`src/hdl/htnm_pkg.sv`:
```
// Package for the height-to-normal-map block.
// Holds shared widths, constants, the state enums and the normal job type.
// No dependencies.
package htnm_pkg;

  localparam int MAX_WIDTH_DEF = 1024;
  localparam int GREY_W = 8;
  localparam int COL_W = 10;
  localparam int ROW_W = 16;
  localparam int WIDTH_REG_W = 11;
  localparam int SCALE_W = 9;
  localparam int CFG_ADDR_W = 4;

  // Register byte addresses.
  localparam logic [CFG_ADDR_W-1:0] REG_WIDTH = 4'h0;
  localparam logic [CFG_ADDR_W-1:0] REG_HEIGHT = 4'h4;
  localparam logic [CFG_ADDR_W-1:0] REG_SCALE = 4'h8;

  // Control sequencer states.
  typedef enum logic [1:0] {
    ST_IDLE,
    ST_READ,
    ST_CALC,
    ST_WAIT
  } ctl_state_t;

  // Normal unit states.
  typedef enum logic [2:0] {
    NS_IDLE,
    NS_DIFF,
    NS_SQ,
    NS_SQRT,
    NS_DIV,
    NS_MAP,
    NS_DONE
  } nstate_t;

  // One normal to compute: neighbor greys plus tags.
  typedef struct packed {
    logic [GREY_W-1:0] gl;
    logic [GREY_W-1:0] gc;
    logic [GREY_W-1:0] gd;
    logic [SCALE_W-1:0] scale;
    logic [COL_W-1:0] col;
    logic [ROW_W-1:0] row;
    logic last;
    logic eoi;
  } norm_job_t;

endpackage

```
`src/hdl/htnm_norm.sv`:
```
// Iterative normal unit: differences, square root of the squared length, then three divides and mapping.
// Depends on htnm_pkg.
module htnm_norm
  import htnm_pkg::*;
(
  input  logic        clk,
  input  logic        rst_n,
  input  logic        start,
  input  norm_job_t   job,
  output logic        busy,
  output logic        done,
  output logic [7:0]  nx,
  output logic [7:0]  ny,
  output logic [7:0]  nz
);

  nstate_t state_r, state_nxt;

  // Signed Q16 parts (|dx| <= 65536, z <= 65536).
  logic signed [17:0] dx_r, dy_r, dz_r;
  logic [35:0] sum_r;
  logic [35:0] sq_v_r, sq_res_r, sq_bit_r;
  logic [17:0] len_r;
  logic [1:0] part_r;
  logic [5:0] step_r;
  logic [34:0] rem_r;
  logic [33:0] quo_r;
  logic [16:0] num_r;
  logic neg_r;
  logic signed [18:0] n_r [3];
  logic [7:0] nx_r, ny_r, nz_r;
  logic [1:0] sqi_r;

  // Truncated division by 255 of d*65536 for |d| <= 255.
  // Since 65536 = 255*257 + 1, the quotient is m*257, plus one only when m is 255.
  function automatic logic signed [17:0] div255(input logic signed [8:0] d);
    logic [7:0] m;
    logic [16:0] q;
    begin
      m = d[8] ? 8'((-d)) : d[7:0];
      q = 17'(m) * 17'd257 + ((m == 8'd255) ? 17'd1 : 17'd0);
      div255 = d[8] ? -18'(q) : 18'(q);
    end
  endfunction

  logic signed [8:0] ddx, ddy;
  assign ddx = 9'(job.gl) - 9'(job.gc);
  assign ddy = 9'(job.gd) - 9'(job.gc);

  logic [35:0] sq_t;
  logic [35:0] abs_sq;
  logic signed [18:0] mapped;
  logic [26:0] scaled;

  always_comb begin
    state_nxt = state_r;
    case (state_r)
      NS_IDLE: if (start) state_nxt = NS_DIFF;
      NS_DIFF: state_nxt = NS_SQ;
      NS_SQ: if (sqi_r == 2'd2) state_nxt = NS_SQRT;
      NS_SQRT: if (sq_bit_r == 36'd0) state_nxt = NS_DIV;
      NS_DIV: if (part_r == 2'd2 && step_r == 6'd0) state_nxt = NS_MAP;
      NS_MAP: if (part_r == 2'd2) state_nxt = NS_DONE;
      NS_DONE: state_nxt = NS_IDLE;
      default: state_nxt = NS_IDLE;
    endcase
  end

  always_ff @(posedge clk) begin
    if (!rst_n) begin
      state_r <= NS_IDLE;
    end else begin
      state_r <= state_nxt;
    end
  end

  always_comb begin
    case (sqi_r)
      2'd0: abs_sq = 36'(dx_r[17] ? -dx_r : dx_r);
      2'd1: abs_sq = 36'(dy_r[17] ? -dy_r : dy_r);
      default: abs_sq = 36'(dz_r);
    endcase
    sq_t = abs_sq[17:0] * abs_sq[17:0];
    mapped = n_r[part_r] + 19'sd65536;
    scaled = 27'($unsigned(mapped[17:0]) * 27'd127);
  end

  // Datapath steps.
  always_ff @(posedge clk) begin
    case (state_r)
      NS_IDLE: begin
        sqi_r <= 2'd0;
        sum_r <= 36'd0;
      end
      NS_DIFF: begin
        dx_r <= div255(ddx);
        dy_r <= div255(ddy);
        dz_r <= 18'({job.scale > 9'd256 ? 9'd256 : job.scale, 8'd0});
      end
      NS_SQ: begin
        sum_r <= sum_r + sq_t;
        sqi_r <= sqi_r + 2'd1;
        if (sqi_r == 2'd2) begin
          sq_v_r <= sum_r + sq_t;
          sq_res_r <= 36'd0;
          sq_bit_r <= 36'h4_0000_0000;
        end
      end
      NS_SQRT: begin
        if (sq_bit_r != 36'd0) begin
          if (sq_v_r >= sq_res_r + sq_bit_r) begin
            sq_v_r <= sq_v_r - (sq_res_r + sq_bit_r);
            sq_res_r <= (sq_res_r >> 1) + sq_bit_r;
          end else begin
            sq_res_r <= sq_res_r >> 1;
          end
          sq_bit_r <= sq_bit_r >> 2;
        end else begin
          len_r <= sq_res_r[17:0];
          part_r <= 2'd0;
          step_r <= 6'd34;
          rem_r <= 35'd0;
          // Dividend is |part| * 65536.
          quo_r <= {1'b0, dx_r[17] ? 17'(-dx_r) : dx_r[16:0], 16'd0};
          neg_r <= dx_r[17];
        end
      end
      NS_DIV: begin
        if (step_r != 6'd0) begin
          if ({rem_r[33:0], quo_r[33]} >= 35'(len_r)) begin
            rem_r <= {rem_r[33:0], quo_r[33]} - 35'(len_r);
            quo_r <= {quo_r[32:0], 1'b1};
          end else begin
            rem_r <= {rem_r[33:0], quo_r[33]};
            quo_r <= {quo_r[32:0], 1'b0};
          end
          step_r <= step_r - 6'd1;
        end else begin
          n_r[part_r] <= neg_r ? -19'(quo_r[17:0]) : 19'(quo_r[17:0]);
          part_r <= part_r + 2'd1;
          step_r <= 6'd34;
          rem_r <= 35'd0;
          if (part_r == 2'd0) begin
            quo_r <= {1'b0, dy_r[17] ? 17'(-dy_r) : dy_r[16:0], 16'd0};
            neg_r <= dy_r[17];
          end else begin
            quo_r <= {1'b0, dz_r[16:0], 16'd0};
            neg_r <= 1'b0;
          end
          if (part_r == 2'd2) part_r <= 2'd0;
        end
      end
      NS_MAP: begin
        case (part_r)
          2'd0: nx_r <= len_r == 18'd0 ? 8'd127 : scaled[23:16];
          2'd1: ny_r <= len_r == 18'd0 ? 8'd127 : scaled[23:16];
          default: nz_r <= len_r == 18'd0 ? 8'd127 : scaled[23:16];
        endcase
        part_r <= part_r + 2'd1;
      end
      default: begin
      end
    endcase
  end

  assign busy = state_r != NS_IDLE;
  assign done = state_r == NS_DONE;
  assign nx = nx_r;
  assign ny = ny_r;
  assign nz = nz_r;

endmodule
```
`config.mk`:
```
export PLATFORM = sky130hd
export DESIGN_NAME = htnm_norm
export DESIGN_NICKNAME = d
export VERILOG_FILES = /design/src/hdl/htnm_pkg.sv /design/src/hdl/htnm_norm.sv
export SDC_FILE = /design/constraint.sdc
export NUM_CORES = 2
export LEC_CHECK = 0
export BUFFER_PORTS_ARGS = -buffer_cell sky130_fd_sc_hd__buf_2
export CORE_MARGIN = 10
export CORE_UTILIZATION = 35
export CTS_CLUSTER_DIAMETER = 200
export DETAILED_ROUTE_END_ITERATION = 8
export SLEW_MARGIN = 10
export SYNTH_ARGS = -nofsm -noshare
export SYNTH_HDL_FRONTEND = slang
export SYNTH_SLANG_ARGS = --single-unit
```
`constraint.sdc`:
```
create_clock -name clk -period 18.45 [get_ports clk]
set_input_delay 1.845 -clock clk [delete_from_list [all_inputs] [get_ports clk]]
set_output_delay 1.845 -clock clk [all_outputs]
set_load 0.02 [all_outputs]
```
After elaboration in Yosys (flattened, before gate mapping)

Memories as Yosys holds them, arrays and structs flattened. A register that Yosys moved wholly into a read port is not among the register bits.
Index checks and enable logic that the tools add are counted.
Widths: inputs -> output; s select.

Reduce and logical (&&, ||, !) cells: 25
Mux-type cells: 56
Multiply operators: 4
Shifts and indexed selects: 0
Magnitude comparators: 3
Bitwise logic cells: 2
Eq/ne operators: 21
Div/mod/pow operators: 0
$add $sub $neg: 22

Operators by type and width:

| cell                  | count |
|---|---|
| $mux 36               | 8 |
| $pmux 36 s2           | 4 |
| $mux 34               | 5 |
| $pmux 34 s2           | 2 |
| $add 36x36->36        | 2 |
| $mux 17               | 4 |
| $add 35x36->36        | 1 |
| $ge 36x36->1          | 1 |
| $logic_not 36->1      | 1 |
| $mul 18x18->36        | 1 |
| $mux 18               | 2 |
| $neg 17->18           | 2 |
| $neg 18->18           | 2 |
| $pmux 18 s2           | 1 |
| $reduce_bool 36->1    | 1 |
| $sub 36x36->36        | 1 |
| $ge 35x18->1          | 1 |
| $add 17x1->17         | 2 |
| $mul 8x9->17 const B  | 2 |
| $neg 17->17           | 2 |
| $sub 34x18->34        | 1 |
| $mux 33               | 1 |
| $mul 18x7->24 const B | 1 |
| $mux 8                | 3 |
| 38 further kinds      | 82 |

Memory bits (read-only): 0
Input port bits: 64
Bits in registers: 313
Memories: 1
RAM bits: 57
Latch bits: 0

Memories:

| memory | depth | bits a word | read ports | clocked after memory_dff | wr ports | RTL line        | text |
|---|---|---|---|---|---|---|---|
| n_r    | 3     | 19          | 1          | 1                        | 1        | htnm_norm.sv:30 | `logic signed [18:0] n_r [3];` |

Longest topological paths before layout

Depth in word-level cells: 8
Mapped depth: 33

Worst setup path before layout

OpenSTA, ideal clock, no wires.

Kind: reg2reg
Start: reg dx_r[9]
End: reg sq_v_r[33], data pin
Buffers on the path: 1
Slack: 10008 ps
Arrival: 8172 ps
Stages on the path, launching flop included: 30
Required time: 18180 ps
Cell sequence: edfxtp_1 -> or4_1 -> or3_1 -> or2_2 -> or4_1 -> o41a_1 -> clkbuf_1 -> nor2_1 -> inv_1 -> fa_1 -> fa_1 -> inv_1 -> fa_1 -> fa_1 -> fa_1 -> inv_1 -> fa_1 -> inv_1 -> ha_1 -> and3_1 -> a221oi_1 -> nand3b_1 -> o211ai_1 -> a221oi_1 -> a21bo_2 -> a41oi_1 -> and3_1 -> or2_2 -> xor2_1 -> mux2i_1

Cells in the longest elaborated chain, start to end: 7

Ends and longest elaborated chain:

| what                   | RTL line         | text |
|---|---|---|
| start, declared        | htnm_norm.sv:20  | `logic signed [17:0] dx_r, dy_r, dz_r;` |
| start signal, assigned | htnm_norm.sv:96  | `dx_r <= div255(ddx);` |
| $neg 18->18            | htnm_norm.sv:79  | `2'd0: abs_sq = 36'(dx_r[17] ? -dx_r : dx_r);` |
| $mux 18 (*)            | htnm_norm.sv:79  |  |
| $pmux 18 s2 (*)        | htnm_norm.sv:78  | `case (sqi_r)` |
| $mul 18x18->36 (*)     | htnm_norm.sv:83  | `sq_t = abs_sq[17:0] * abs_sq[17:0];` |
| $add 36x36->36 (*)     | htnm_norm.sv:104 | `sq_v_r <= sum_r + sq_t;` |
| $mux 36 (*)            | htnm_norm.sv:103 | `if (sqi_r == 2'd2) begin` |
| $pmux 36 s2 (*)        | htnm_norm.sv:90  | `case (state_r)` |
| end signal, assigned   | htnm_norm.sv:104 |  |
| end signal, assigned   | htnm_norm.sv:112 | `sq_v_r <= sq_v_r - (sq_res_r + sq_bit_r);` |
| end, declared          | htnm_norm.sv:22  | `logic [35:0] sq_v_r, sq_res_r, sq_bit_r;` |

Every way passes the cells marked *; elsewhere a longest branch is shown, timed or not. The select of a mux whose other input is x is not followed.
A chain may end at the register's enable or synchronous reset.

Worst setup path in the final report

Start: reg sqi_r[0]
End: reg sq_v_r[35], data pin

Cells in the longest elaborated chain, start to end: 6

Ends and longest elaborated chain:

| what                                          | RTL line         | text |
|---|---|---|
| start, declared                               | htnm_norm.sv:32  | `logic [1:0] sqi_r;` |
| start signal, assigned                        | htnm_norm.sv:102 | `sqi_r <= sqi_r + 2'd1;` |
| $eq 2x1->1 or $logic_not 2->1 (tied branches) | htnm_norm.sv:78  |  |
| $pmux 18 s2 (*)                               | htnm_norm.sv:78  |  |
| $mul 18x18->36 (*)                            | htnm_norm.sv:83  |  |
| $add 36x36->36 (*)                            | htnm_norm.sv:104 |  |
| $mux 36 (*)                                   | htnm_norm.sv:103 |  |
| $pmux 36 s2 (*)                               | htnm_norm.sv:90  |  |

Marks and branches as above.

==> summary.txt <==
Run status
  • Outcome: finished, final reports clean

Setup path
  • Largest incremental delay on the critical path: 830 ps
  • Kind of critical path: flop to flop
  • Critical R2R Launch: sqi_r[0]
  • Startpoint type of the worst setup path: flop
  • Setup slack of the most critical reg-to-reg path: 8820 ps
  • Endpoint required time on the critical path: 18750 ps
  • Worst Reg2Reg Path Length in Cells: 28
  • Largest fanout of any net on the critical path: 21
  • Highest-delay cell along the critical path: sky130_fd_sc_hd__nor2_1
  • Arrival time at the worst endpoint: 9930 ps
  • Type of element capturing the critical path: flop
  • Cell type group with the largest total delay on the critical path: adder cells
  • Worst path most repeated cell: sky130_fd_sc_hd__fa_1
  • Worst reg2reg endpoint: sq_v_r[35]
  • Critical path buffers and inverters: 6

Global routing
  • Maximum number of pins on one net before global-route repair: 75
  • Via count of the first global-routing pass: 26.0k
  • Number of antenna violations at the first check in global routing: 1
  • Wire length of the first global-routing pass: 132000 um
  • Overflow left after global routing: 0
  • GR Util All Layers: 0.142

Clocking
  • TritonCTS sink count: 351
  • Root buf cell: sky130_fd_sc_hd__clkbuf_16
  • Max Buffers Root-to-Sink: 3
  • Post CTS Setup Buffer Count: 0
  • Number of buffers created by CTS: 43
  • Count of instances resized after the clock tree is built: 0
  • Latest clock arrival within the worst-skew pair: 590 ps
  • Maximum level of the CTS H-tree: 2
  • Hold-fix buffers at CTS: 0
  • Clock tree from TritonCTS: done
  • Clock Pin Slew Worst Setup and Hold Paths: 60 ps

Route
  • Count of routing violations after the opening detailed-route iteration: 1347
  • Via Count: 25.1k
  • Routed Wire Length: 79200 um
  • Router iterations before antenna repair: 5
  • DRC viols: 0
  • Mean number of vias per cell: 5.08
  • Antenna Violating Nets Remaining: 0
  • Detail-routed net length per standard cell: 16.0 um

Floorplan
  • Die outline height: 335 um
  • Die W: 335 um
  • Top-level I/O count: 90
  • Number of rows created at floorplan: 115
  • Die Footprint: 0.112 mm^2
  • Initial Util: 0.353
  • Core area: 0.0986 mm^2

Yosys
  • Mapped Avg Cell Area: 9.73 um^2
  • Post-synthesis cell type count: 102
  • Post-synthesis cell count: 3576
  • Sequential element share of the synthesized area: 0.302
  • Total of warnings raised by yosys: 0
  • Count of flip-flops with a built-in enable after synthesis: 346
  • Async set-reset flop share out of synthesis: 0
  • Number of flip-flops and latches in the synthesized netlist: 351
  • Net count after synthesis: 4233
  • Synth Cell Area: 0.0348 mm^2
  • Prevailing post-synth register cell: sky130_fd_sc_hd__edfxtp_1

Final layout
  • Nets: 4272
  • Final-layout fill cell count: 9765
  • Ant diodes: 0
  • Share of layout cells above drive strength 1: 0.0655
  • Design Area, Final: 0.0380 mm^2
  • Area added between synthesis and finish: 9.27%

Timing
  • Total setup violations reported at the end of the flow: 0
  • Maximum operating frequency: 104 MHz
  • Tightest Pin Transition: 1210 ps
  • Aggregate negative setup slack: 0 ps
  • Number of hold violations in the final report: 0
  • Final worst path period need: 9630 ps
  • Unrepaired setup endpoints after global routing: no
  • Number of max-slew violations in the final report: 0
  • Rel. slew slack: 0.186
  • Clock skew after layout: 18.4 ps
  • Final Cycle Share: 0.522

Placement
  • Port-buffer cells: 61
  • Weighted congestion at the end of routability-driven global placement: 0.838
  • DP Wirelength: 61300 um
  • Cell area after placement: 0.0366 mm^2

Min path
  • Worst Hold Path EP: len_r[0]
  • Instance count along the most critical hold path: 0
  • Path class of the lowest-slack min-delay path: flop to flop
  • Startpoint of the tightest hold check path: sq_res_r[0]

Run
  • Number of violations of the max-capacitance limit: 0
-- how the worst max path moves through the flow --
stage                  start    endpoint  cells after the start
global route        sqi_r[0]  sq_v_r[33]                     28
CTS                 sqi_r[0]  sq_v_r[35]                     28
global placement    sqi_r[0]  sq_v_r[35]                     28
detailed placement  sqi_r[0]  sq_v_r[35]                     28
floorplan            dx_r[9]  sq_v_r[33]                     29
finish              sqi_r[0]  sq_v_r[35]                     28
-- sequential cells by signal (all words and copies together) (netlist names), named ones only --
name      cells
n_r          54
sq_res_r     36
sq_v_r       36
sum_r        36
quo_r        34
rem_r        34
dx_r         18
dy_r         18
len_r        18
sq_bit_r     18
dz_r          9
nx            8
ny            8
nz            8
step_r        6
state_r       3
part_r        2
sqi_r         2
neg_r         1
-- per-stage QoR --
step	hold WS [ps]	instances	setup slack, ps	util
floorplan	433	3576	10010	-
global placement	441	4857	8890	0.371
detailed placement	443	4857	8890	0.371
CTS	456	4937	8870	0.386
global route	462	4937	8230	0.386
finish	457	4937	8820	0.386
-- placed cells by master, fill, tap and decap left out, types with 9 or more instances in the layout --
cell type / Yosys / routed
sky130_fd_sc_hd__xor2_1: 109 / 109
sky130_fd_sc_hd__o21bai_1: 26 / 26
sky130_fd_sc_hd__nor4_1: 20 / 20
sky130_fd_sc_hd__buf_4: 5 / 34
sky130_fd_sc_hd__o41ai_1: 11 / 11
sky130_fd_sc_hd__or2_2: 15 / 15
sky130_fd_sc_hd__or3_1: 26 / 26
sky130_fd_sc_hd__o21a_1: 23 / 23
sky130_fd_sc_hd__a21oi_1: 140 / 140
sky130_fd_sc_hd__nand2b_1: 22 / 22
sky130_fd_sc_hd__ha_1: 280 / 280
sky130_fd_sc_hd__a31o_2: 11 / 11
sky130_fd_sc_hd__o21ai_0: 155 / 155
sky130_fd_sc_hd__xnor2_1: 160 / 160
sky130_fd_sc_hd__a211oi_1: 40 / 40
sky130_fd_sc_hd__nand2_1: 314 / 313
sky130_fd_sc_hd__o31ai_1: 27 / 27
sky130_fd_sc_hd__clkinv_1: 8 / 14
sky130_fd_sc_hd__o21ai_1: 13 / 12
sky130_fd_sc_hd__nor2b_1: 42 / 42
sky130_fd_sc_hd__clkbuf_1: 78 / 10
sky130_fd_sc_hd__a21boi_0: 10 / 9
sky130_fd_sc_hd__and3_1: 41 / 41
sky130_fd_sc_hd__a21o_1: 56 / 55
sky130_fd_sc_hd__inv_1: 543 / 543
sky130_fd_sc_hd__nand4_1: 10 / 10
sky130_fd_sc_hd__mux2i_1: 48 / 48
sky130_fd_sc_hd__a31oi_1: 35 / 35
sky130_fd_sc_hd__clkbuf_16: 0 / 43
sky130_fd_sc_hd__a221oi_1: 12 / 11
sky130_fd_sc_hd__and2_1: 41 / 41
sky130_fd_sc_hd__or4_1: 11 / 11
sky130_fd_sc_hd__nor3_1: 36 / 36
sky130_fd_sc_hd__buf_2: 8 / 61
sky130_fd_sc_hd__o211ai_1: 9 / 9
sky130_fd_sc_hd__nand3_1: 47 / 47
sky130_fd_sc_hd__fa_1: 313 / 313
sky130_fd_sc_hd__edfxtp_1: 346 / 346
sky130_fd_sc_hd__nor2_1: 313 / 312
-- cells in the mapped netlist, types with 7 or more instances --
cell                       number  area (um^2)
sky130_fd_sc_hd__inv_1        543         2040
sky130_fd_sc_hd__edfxtp_1     346        10400
sky130_fd_sc_hd__nand2_1      314         1180
sky130_fd_sc_hd__fa_1         313         6270
sky130_fd_sc_hd__nor2_1       313         1170
sky130_fd_sc_hd__ha_1         280         3500
sky130_fd_sc_hd__xnor2_1      160         1400
sky130_fd_sc_hd__o21ai_0      155          776
sky130_fd_sc_hd__a21oi_1      140          701
sky130_fd_sc_hd__xor2_1       109          955
sky130_fd_sc_hd__clkbuf_1      78          293
sky130_fd_sc_hd__a21o_1        56          420
sky130_fd_sc_hd__mux2i_1       48          480
sky130_fd_sc_hd__nand3_1       47          235
sky130_fd_sc_hd__nor2b_1       42          263
sky130_fd_sc_hd__and2_1        41          257
sky130_fd_sc_hd__and3_1        41          257
sky130_fd_sc_hd__a211oi_1      40          300
sky130_fd_sc_hd__nor3_1        36          180
sky130_fd_sc_hd__a31oi_1       35          219
sky130_fd_sc_hd__o31ai_1       27          203
sky130_fd_sc_hd__o21bai_1      26          195
sky130_fd_sc_hd__or3_1         26          163
sky130_fd_sc_hd__o21a_1        23          173
sky130_fd_sc_hd__nand2b_1      22          138
sky130_fd_sc_hd__nor4_1        20          125
sky130_fd_sc_hd__or2_2         15         93.8
sky130_fd_sc_hd__o21ai_1       13         65.1
sky130_fd_sc_hd__a221oi_1      12          105
sky130_fd_sc_hd__a31o_2        11         96.3
sky130_fd_sc_hd__o41ai_1       11         96.3
sky130_fd_sc_hd__or4_1         11         82.6
sky130_fd_sc_hd__a21boi_0      10         75.1
sky130_fd_sc_hd__nand4_1       10         62.6
sky130_fd_sc_hd__buf_1          9         33.8
sky130_fd_sc_hd__o211ai_1       9         67.6
sky130_fd_sc_hd__a22oi_1        8         60.1
sky130_fd_sc_hd__buf_2          8         40.0
sky130_fd_sc_hd__clkinv_1       8         30.0
sky130_fd_sc_hd__nor3b_1        8         60.1
sky130_fd_sc_hd__a211o_1        7         61.3
sky130_fd_sc_hd__nand3b_1       7         52.6
-- layer usage --
| metal | share of wire | up-vias | GRT usage |
|---|---|---|---|
| met4 | 0.017 | 0 | 0.0303 |
| met1 | 0.46 | 12287 | 0.190 |
| met2 | 0.47 | 493 | 0.242 |
| met3 | 0.053 | 93 | 0.0218 |
| met5 | 0 | - | 0 |
| li1 | - | 12222 | - |
-- area by class of cell --
type / count / area [um^2] / area share
tap: 1287 / 1610 / 0.0424
inverter: 554 / 2080 / 0.0547
clock inverter: 27 / 312 / 0.00820
sequential: 351 / 10500 / 0.276
clock buffer: 53 / 1110 / 0.0293
timing repair buffer: 95 / 561 / 0.0147
multi-input combinational: 2570 / 21800 / 0.575
-- kinds of logic after synthesis --
group,count (synthesis),share of synthesized area
adders and majority gates,593,0.281
xor gates and xnor gates,275,0.0707
AOI/OAI and AO/OA,662,0.127
muxes,52,0.0152
buffers and inverters,655,0.0717
DFF,351,0.302
and+or+nand+nor,988,0.133
-- worst register-to-register path: cells and delay by family (launching register included) --
family	cells	cell delay, ps
fa+ha+maj	8	3870
compound gates	8	2210
simple gates	5	1760
buf+inv	6	880
flops	1	380
xor+xnor	1	250
Power is left out: the tool's default activity adds up to more than one toggle a clock period on the data nets, which glitch-free logic cannot reach.
